===== src/rtl/core/eed_pkg.sv =====
`default_nettype none
package eed_pkg;

   // item kinds
   localparam int KIND_W = 2;
   localparam logic [KIND_W-1:0] KIND_ARG_START = 2'd0;
   localparam logic [KIND_W-1:0] KIND_ARG_BYTE  = 2'd1;
   localparam logic [KIND_W-1:0] KIND_ARG_END   = 2'd2;
   localparam logic [KIND_W-1:0] KIND_EOL       = 2'd3;

   // escape phases
   localparam logic [1:0] PHASE_IDLE  = 2'd0;
   localparam logic [1:0] PHASE_SLASH = 2'd1;
   localparam logic [1:0] PHASE_OCTAL = 2'd2;

   // register indexes
   localparam int CSR_INDEX_W = 1;
   localparam logic [CSR_INDEX_W-1:0] CSR_NEWLINE_OFF = 1'd0;
   localparam logic [CSR_INDEX_W-1:0] CSR_ESCAPES_ON  = 1'd1;

   // character codes
   localparam logic [7:0] CH_BEL       = 8'd7;
   localparam logic [7:0] CH_BS        = 8'd8;
   localparam logic [7:0] CH_FF        = 8'd12;
   localparam logic [7:0] CH_NL        = 8'h0a;
   localparam logic [7:0] CH_TAB       = 8'h09;
   localparam logic [7:0] CH_SPACE     = 8'h20;
   localparam logic [7:0] CH_BACKSLASH = 8'h5c;
   localparam logic [7:0] CH_ZERO      = 8'h30;
   localparam logic [7:0] CH_EIGHT     = 8'h38;
   localparam logic [7:0] CH_A         = 8'h61;
   localparam logic [7:0] CH_B         = 8'h62;
   localparam logic [7:0] CH_C         = 8'h63;
   localparam logic [7:0] CH_F         = 8'h66;
   localparam logic [7:0] CH_N         = 8'h6e;
   localparam logic [7:0] CH_T         = 8'h74;

   // result queue
   localparam int QUEUE_DEPTH = 4;
   localparam int QUEUE_PTR_W = 2;
   localparam int QUEUE_CNT_W = 3;

   typedef struct packed {
      logic [7:0] out_byte;
      logic       last;
   } result_type;

endpackage
`default_nettype wire


===== src/rtl/core/echo_escape_decoder.sv =====
`default_nettype none
// Echo decoder with a subset of System V backslash escapes. Each input item is
// one token of a command line (argument start, argument byte, argument end,
// end of line) and gives zero, one or two output bytes, the final one flagged
// by rsp_last. Items are decoded in the cycle they are accepted, one per cycle,
// and their results go into a four-entry result queue that delivers one byte
// per cycle while rsp_stall is low; req_stall rises while fewer than two queue
// entries are free, so the sustained rate is one item per cycle as long as the
// output drains the bytes produced. Register writes are taken at once (csr_ready
// is always high) and must only happen while the block is idle.
module echo_escape_decoder (
   input  wire logic                           clock,
   input  wire logic                           reset,
   input  wire logic                           req_valid,
   output      logic                           req_stall,
   input  wire logic [eed_pkg::KIND_W-1:0]     req_kind,
   input  wire logic [7:0]                     req_in_byte,
   output      logic                           rsp_valid,
   input  wire logic                           rsp_stall,
   output      logic [7:0]                     rsp_out_byte,
   output      logic                           rsp_last,
   input  wire logic                           csr_valid,
   output      logic                           csr_ready,
   input  wire logic [eed_pkg::CSR_INDEX_W-1:0] csr_index,
   input  wire logic                           csr_data
);
   import eed_pkg::*;

   logic       newline_off_ff, escapes_on_ff;
   logic       started_ff, started_in;
   logic [1:0] phase_ff, phase_in;
   logic [7:0] octal_ff, octal_in;
   logic       stop_ff, stop_in;

   result_type               queue_ff [QUEUE_DEPTH];
   logic [QUEUE_PTR_W-1:0]   wr_ptr_ff, rd_ptr_ff;
   logic [QUEUE_CNT_W-1:0]   count_ff, count_in;

   logic       accept, pop;
   logic       oct_en, second_en;
   logic [7:0] second_byte;
   logic [1:0] n_push;
   result_type entry0, entry1;
   logic [QUEUE_PTR_W-1:0] wr_ptr_next;

   assign csr_ready = 1'b1;
   assign req_stall = (count_ff > QUEUE_CNT_W'(QUEUE_DEPTH - 2));
   assign accept    = req_valid && !req_stall;
   assign rsp_valid = (count_ff != '0);
   assign pop       = rsp_valid && !rsp_stall;
   assign rsp_out_byte = queue_ff[rd_ptr_ff].out_byte;
   assign rsp_last     = queue_ff[rd_ptr_ff].last;

   // configuration registers
   always_ff @(posedge clock) begin
      if (reset) begin
         newline_off_ff <= 1'b0;
         escapes_on_ff  <= 1'b1;
      end else if (csr_valid && csr_ready) begin
         if (csr_index == CSR_NEWLINE_OFF) newline_off_ff <= csr_data;
         if (csr_index == CSR_ESCAPES_ON)  escapes_on_ff  <= csr_data;
      end
   end

   // token decode: an optional pending octal byte, then an optional second byte
   always_comb begin
      started_in  = started_ff;
      phase_in    = phase_ff;
      octal_in    = octal_ff;
      stop_in     = stop_ff;
      oct_en      = 1'b0;
      second_en   = 1'b0;
      second_byte = req_in_byte;
      case (req_kind)
         KIND_ARG_START: begin
            oct_en      = (phase_ff == PHASE_OCTAL);
            phase_in    = PHASE_IDLE;
            octal_in    = '0;
            second_en   = started_ff;
            second_byte = CH_SPACE;
            started_in  = 1'b1;
         end
         KIND_ARG_END: begin
            oct_en   = (phase_ff == PHASE_OCTAL);
            phase_in = PHASE_IDLE;
            octal_in = '0;
         end
         KIND_EOL: begin
            oct_en      = (phase_ff == PHASE_OCTAL);
            phase_in    = PHASE_IDLE;
            octal_in    = '0;
            second_en   = !newline_off_ff && !stop_ff;
            second_byte = CH_NL;
            started_in  = 1'b0;
            stop_in     = 1'b0;
         end
         KIND_ARG_BYTE: begin
            if (!escapes_on_ff) begin
               oct_en    = (phase_ff == PHASE_OCTAL);
               phase_in  = PHASE_IDLE;
               octal_in  = '0;
               second_en = 1'b1;
            end else if (phase_ff == PHASE_SLASH) begin
               phase_in  = PHASE_IDLE;
               second_en = 1'b1;
               case (req_in_byte)
                  CH_A:         second_byte = CH_BEL;
                  CH_B:         second_byte = CH_BS;
                  CH_F:         second_byte = CH_FF;
                  CH_N:         second_byte = CH_NL;
                  CH_T:         second_byte = CH_TAB;
                  CH_BACKSLASH: second_byte = CH_BACKSLASH;
                  CH_C: begin
                     second_en = 1'b0;
                     stop_in   = 1'b1;
                  end
                  CH_ZERO: begin
                     second_en = 1'b0;
                     octal_in  = '0;
                     phase_in  = PHASE_OCTAL;
                  end
                  default: second_en = 1'b0;
               endcase
            end else if (phase_ff == PHASE_OCTAL) begin
               if (req_in_byte >= CH_ZERO && req_in_byte < CH_EIGHT) begin
                  octal_in = {octal_ff[4:0], req_in_byte[2:0]};
               end else begin
                  oct_en    = 1'b1;
                  phase_in  = PHASE_IDLE;
                  octal_in  = '0;
                  second_en = 1'b1;
               end
            end else begin
               // idle, or the unused phase code
               if (req_in_byte == CH_BACKSLASH) begin
                  phase_in = PHASE_SLASH;
               end else begin
                  phase_in  = PHASE_IDLE;
                  second_en = 1'b1;
               end
            end
         end
         default: begin
            phase_in = phase_ff;
         end
      endcase
   end

   // pack up to two results, last flag on the final one
   always_comb begin
      n_push = 2'(oct_en) + 2'(second_en);
      if (oct_en) begin
         entry0.out_byte = octal_ff;
         entry0.last     = !second_en;
      end else begin
         entry0.out_byte = second_byte;
         entry0.last     = 1'b1;
      end
      entry1.out_byte = second_byte;
      entry1.last     = 1'b1;
      wr_ptr_next     = wr_ptr_ff + QUEUE_PTR_W'(1);
      count_in        = count_ff;
      if (accept) count_in = count_in + QUEUE_CNT_W'(n_push);
      if (pop)    count_in = count_in - QUEUE_CNT_W'(1);
   end

   // decoder state
   always_ff @(posedge clock) begin
      if (reset) begin
         started_ff <= 1'b0;
         phase_ff   <= PHASE_IDLE;
         octal_ff   <= '0;
         stop_ff    <= 1'b0;
      end else if (accept) begin
         started_ff <= started_in;
         phase_ff   <= phase_in;
         octal_ff   <= octal_in;
         stop_ff    <= stop_in;
      end
   end

   // result queue control
   always_ff @(posedge clock) begin
      if (reset) begin
         wr_ptr_ff <= '0;
         rd_ptr_ff <= '0;
         count_ff  <= '0;
      end else begin
         count_ff <= count_in;
         if (accept) wr_ptr_ff <= wr_ptr_ff + QUEUE_PTR_W'(n_push);
         if (pop)    rd_ptr_ff <= rd_ptr_ff + QUEUE_PTR_W'(1);
      end
   end

   // result queue storage
   always_ff @(posedge clock) begin
      if (accept && (n_push != 2'd0)) queue_ff[wr_ptr_ff] <= entry0;
      if (accept && (n_push == 2'd2)) queue_ff[wr_ptr_next] <= entry1;
   end

endmodule
`default_nettype wire

===== config.mk =====
export PLATFORM = sky130hd
export DESIGN_NAME = echo_escape_decoder
export DESIGN_NICKNAME = d
export VERILOG_FILES = /design/src/rtl/core/eed_pkg.sv /design/src/rtl/core/echo_escape_decoder.sv
export SDC_FILE = /design/constraint.sdc
export NUM_CORES = 1
export LEC_CHECK = 0
export BUFFER_PORTS_ARGS = -buffer_cell sky130_fd_sc_hd__buf_2
export CAP_MARGIN = 20
export CORE_AREA = 3 3 89 91
export DETAILED_ROUTE_END_ITERATION = 8
export DIE_AREA = 0 0 92 94
export PLACE_DENSITY = 0.67
export SYNTH_ARGS = -nofsm -noshare
export SYNTH_HDL_FRONTEND = slang
export SYNTH_SLANG_ARGS = --single-unit
export TNS_END_PERCENT = 1

===== constraint.sdc =====
create_clock -name clock -period 4.19 [get_ports clock]
set_clock_uncertainty 0.2 [all_clocks]
set_input_delay 1.0475 -clock clock [delete_from_list [all_inputs] [get_ports clock]]
set_output_delay 1.0475 -clock clock [all_outputs]
set_load 0.005 [all_outputs]

==> results.md <==
- Final wirelength: 8.42 mm
- M1 WL: 3.88 mm
- Slowest stage delay, CP: 0.46 ns
- EDFF count, synth: 32
- Worst path cell trace: buf_6 -> or2_1 -> or3b_4 -> and2_4 -> o311ai_4 -> a31oi_2 -> a311o_1 -> ha_4 -> ha_4 -> fa_1 -> mux2i_2 -> ha_1 -> mux2_4 -> nor2_2
- Via count: 2988
- Critical Path RT: 4.26 ns
- Die width: 92 microns
- Static leakage: 0.00170 uW
- Count of final max-slew check failures: 0
- Async S/R FF share, synth: 0
- DRC: 0
- Max FO, Critical Path: 4
- Die area: 8650 sq um
- PortBufs: 27
- Initial antenna violation count: 0
- CTS max path bufs: 2
- CTS clk-pin slew, worst paths: 0.07 ns
- Routed wl met2: 4.04 mm
- Worst-path cell with the longest stage delay: fa_1
- Final hold viol count: 0
- FF+latch count, synth: 59
- Crit path DAT: 4.24 ns
- Fin area: 4340 sq um
- WS Path Type: input port to register
- Wire length per cell: 16.5 microns
- Most used cell, CP: ha_4
- Ys Warns: 0
- Slew @ Worst Pin: 0.650 ns
- Startpoint types: input port
- Io pins: 29
- Synthesized net count: 376
- Critical Path End Type: register
- Highest Signal Layer: met4
- H-Tree Depth: 3
- Worst setup startpoint: req_in_byte[0]
- Mean post-synth cell area: 10.2 sq um
- Worst slew margin: 0.564
- Mapped cell area: 3550 sq um
- Synth Instances: 348
- Total track usage: 0.208
- Die H: 94 microns
- Worst r2r path cells: 11
- Hold_buf cts: 0
- Fraction of layout cells with a size suffix above 1: 0.286
- Final nets: 436
- Grt ovf: 0
- Drt pass-1 iters: 6
- CTS tree: built
- Layout filler cell count: 649
- Layout overhead on the synthesized area: 22.1%
- Setup tns final: 0 ns
- Root Buffer: clkbuf_8
- CTS Buf Count: 9
- Row count: 31
- R2R Path End: count_ff[1]
- Placed cell area: 4050 sq um
- Hold Crit Class: register to register
- Vias in the first global route: 2777
- Routability cong.: 0.885
- Min Hold Slack: 0.265 ns
- Maxcap violations: 0
- Ant diodes: 0
- Sequential fraction of the synthesis area: 0.422
- Core area: 7210 sq um
- Top delay family on crit path: adder cells
- Min cycle time layout: 4.17 ns
- Crit Reg-Reg Startpoint: phase_ff[0]
- RSZ-0062 raised after global routing: yes
- Worst VDD drop: 0.246 mV
- DR vias/cell: 5.84
- CTS Sinks: 59
- Final setup vio count: 0
- Fmax achieved: 240 MHz
- Most used DFF post-synth: edfxtp_1
- Largest net degree at the start of global routing: 23
- Worst R2R Setup Slack: 0.77 ns
- First-pass GRT wire length: 14.1 mm
- Pwr/cell area: 412 nW/um^2
- Routed Antenna Nets: 0
- Initial drt markers: 181
- Worst-Skew Late Latency: 0.34 ns
- Netlist cell types: 71
- Worst path buffer plus inverter count: 1
- Met3 routed WL: 365 microns
- Run status: complete, no violations
- Setup crit end: count_ff[1]
- Stages on the worst setup path: 14
- Initial core utilization: 0.493
- DP HPWL: 6.28 mm
- Final Cycle Share: 0.996
-- state kept, by name (all words and copies together) (netlist names), named ones only --
register and count:
stop_ff 1, newline_off_ff 1, octal_ff 8, queue_ff 36, phase_ff 2, started_ff 1, escapes_on_ff 1, wr_ptr_ff 2
count_ff 3, rd_ptr_ff 2
-- layer usage --
layer,up-vias,track usage
met5,-,0
met4,0,0.0718
met3,11,0.0385
met2,76,0.334
met1,1443,0.283
li1,1458,-
-- power breakdown --
group	internal [uW]	switching, uW
clock network	333	226
logic	260	237
registers	660	71.1
-- final cells by class --
type	count	area (sq um)	area share
multi-input combinational	258	1990	0.458
sequential	59	1500	0.346
timing repair buffer	69	475	0.110
clock buffer	11	131	0.0303
tap	99	124	0.0285
clock inverter	5	77.6	0.0179
inverter	11	41.3	0.00951
-- Yosys cell counts, types with 4 or more instances --
| library cell | instances | area share |
|---|---|---|
| inv_1 | 10 | 0.011 |
| nor3_1 | 9 | 0.013 |
| o2bb2ai_1 | 4 | 0.0099 |
| a21oi_1 | 21 | 0.030 |
| a22o_1 | 23 | 0.057 |
| or3_1 | 4 | 0.0070 |
| nand2b_1 | 4 | 0.0070 |
| nand3_1 | 14 | 0.020 |
| clkbuf_1 | 13 | 0.014 |
| o21ai_0 | 12 | 0.017 |
| ha_1 | 10 | 0.035 |
| edfxtp_1 | 32 | 0.27 |
| mux4_2 | 9 | 0.057 |
| nand2_1 | 27 | 0.029 |
| nor2_1 | 28 | 0.030 |
| mux2i_1 | 9 | 0.025 |
| dfxtp_1 | 27 | 0.15 |
| o22ai_1 | 4 | 0.0070 |
-- worst min-delay path by stage --
stage,start,end,slack [ns],cells after the start
6_report,octal_ff[7],octal_ff[7],0.27,2
4_1_cts,octal_ff[7],octal_ff[7],0.26,2
2_1_floorplan,queue_ff[0][0],queue_ff[0][0],0.23,1
5_1_grt,queue_ff[0][0],queue_ff[0][0],0.29,1
3_5_place_dp,octal_ff[7],octal_ff[7],0.25,2
3_3_place_gp,octal_ff[7],octal_ff[7],0.25,2
-- worst min-delay path, delay by kind of cell, from the launching register on --
kind               cells  cell delay, ns
DFF                    1            0.32
AOI/OAI and AO/OA      1            0.05
and+or+nand+nor        1            0.05
-- placed cells by master (no fill, tap or decap), types with 9 or more instances in the layout --
master	Yosys	routed
buf_2	3	25
inv_1	10	10
nand3_1	14	14
nor3_1	9	9
a21oi_1	21	21
mux4_2	9	9
nand2_1	27	27
a22o_1	23	23
nor2_1	28	27
edfxtp_1	32	32
clkbuf_8	0	9
buf_4	2	41
dfxtp_1	27	27
o21ai_0	12	12
-- what timing repair did --
item / in CTS / in global routing
setup buffers: 0 / 2
gates resized for setup: 0 / 11
endpoints found under the setup margin: 0 / 2
-- through the flow --
step / cells / util / power [uW] / setup WS (ns)
after floorplan: 348 / - / 1050 / -0.0318
after global placement: 494 / 0.561 / 1190 / -0.216
after detailed placement: 494 / 0.561 / 1200 / -0.290
after CTS: 510 / 0.590 / 1760 / 0.0480
after global routing: 512 / 0.602 / 1890 / -0.0317
final: 512 / 0.602 / 1790 / 0.0179
-- cells by family (layout without fill, tap and decap cells) --
logic type | Yosys count | after routing | share of synthesized area
AO/OA/AOI/OAI | 101 | 101 | 0.214
XOR/XNOR | 6 | 6 | 0.0148
adder cells (fa/ha/maj) | 11 | 11 | 0.0408
buffers and inverters | 31 | 96 | 0.0359
flip-flops | 59 | 59 | 0.422
multiplexers | 19 | 19 | 0.0855
other | 1 | 1 | 0.00105
AND/OR/NAND/NOR | 120 | 120 | 0.186
Power figures use the tool's default switching activity.
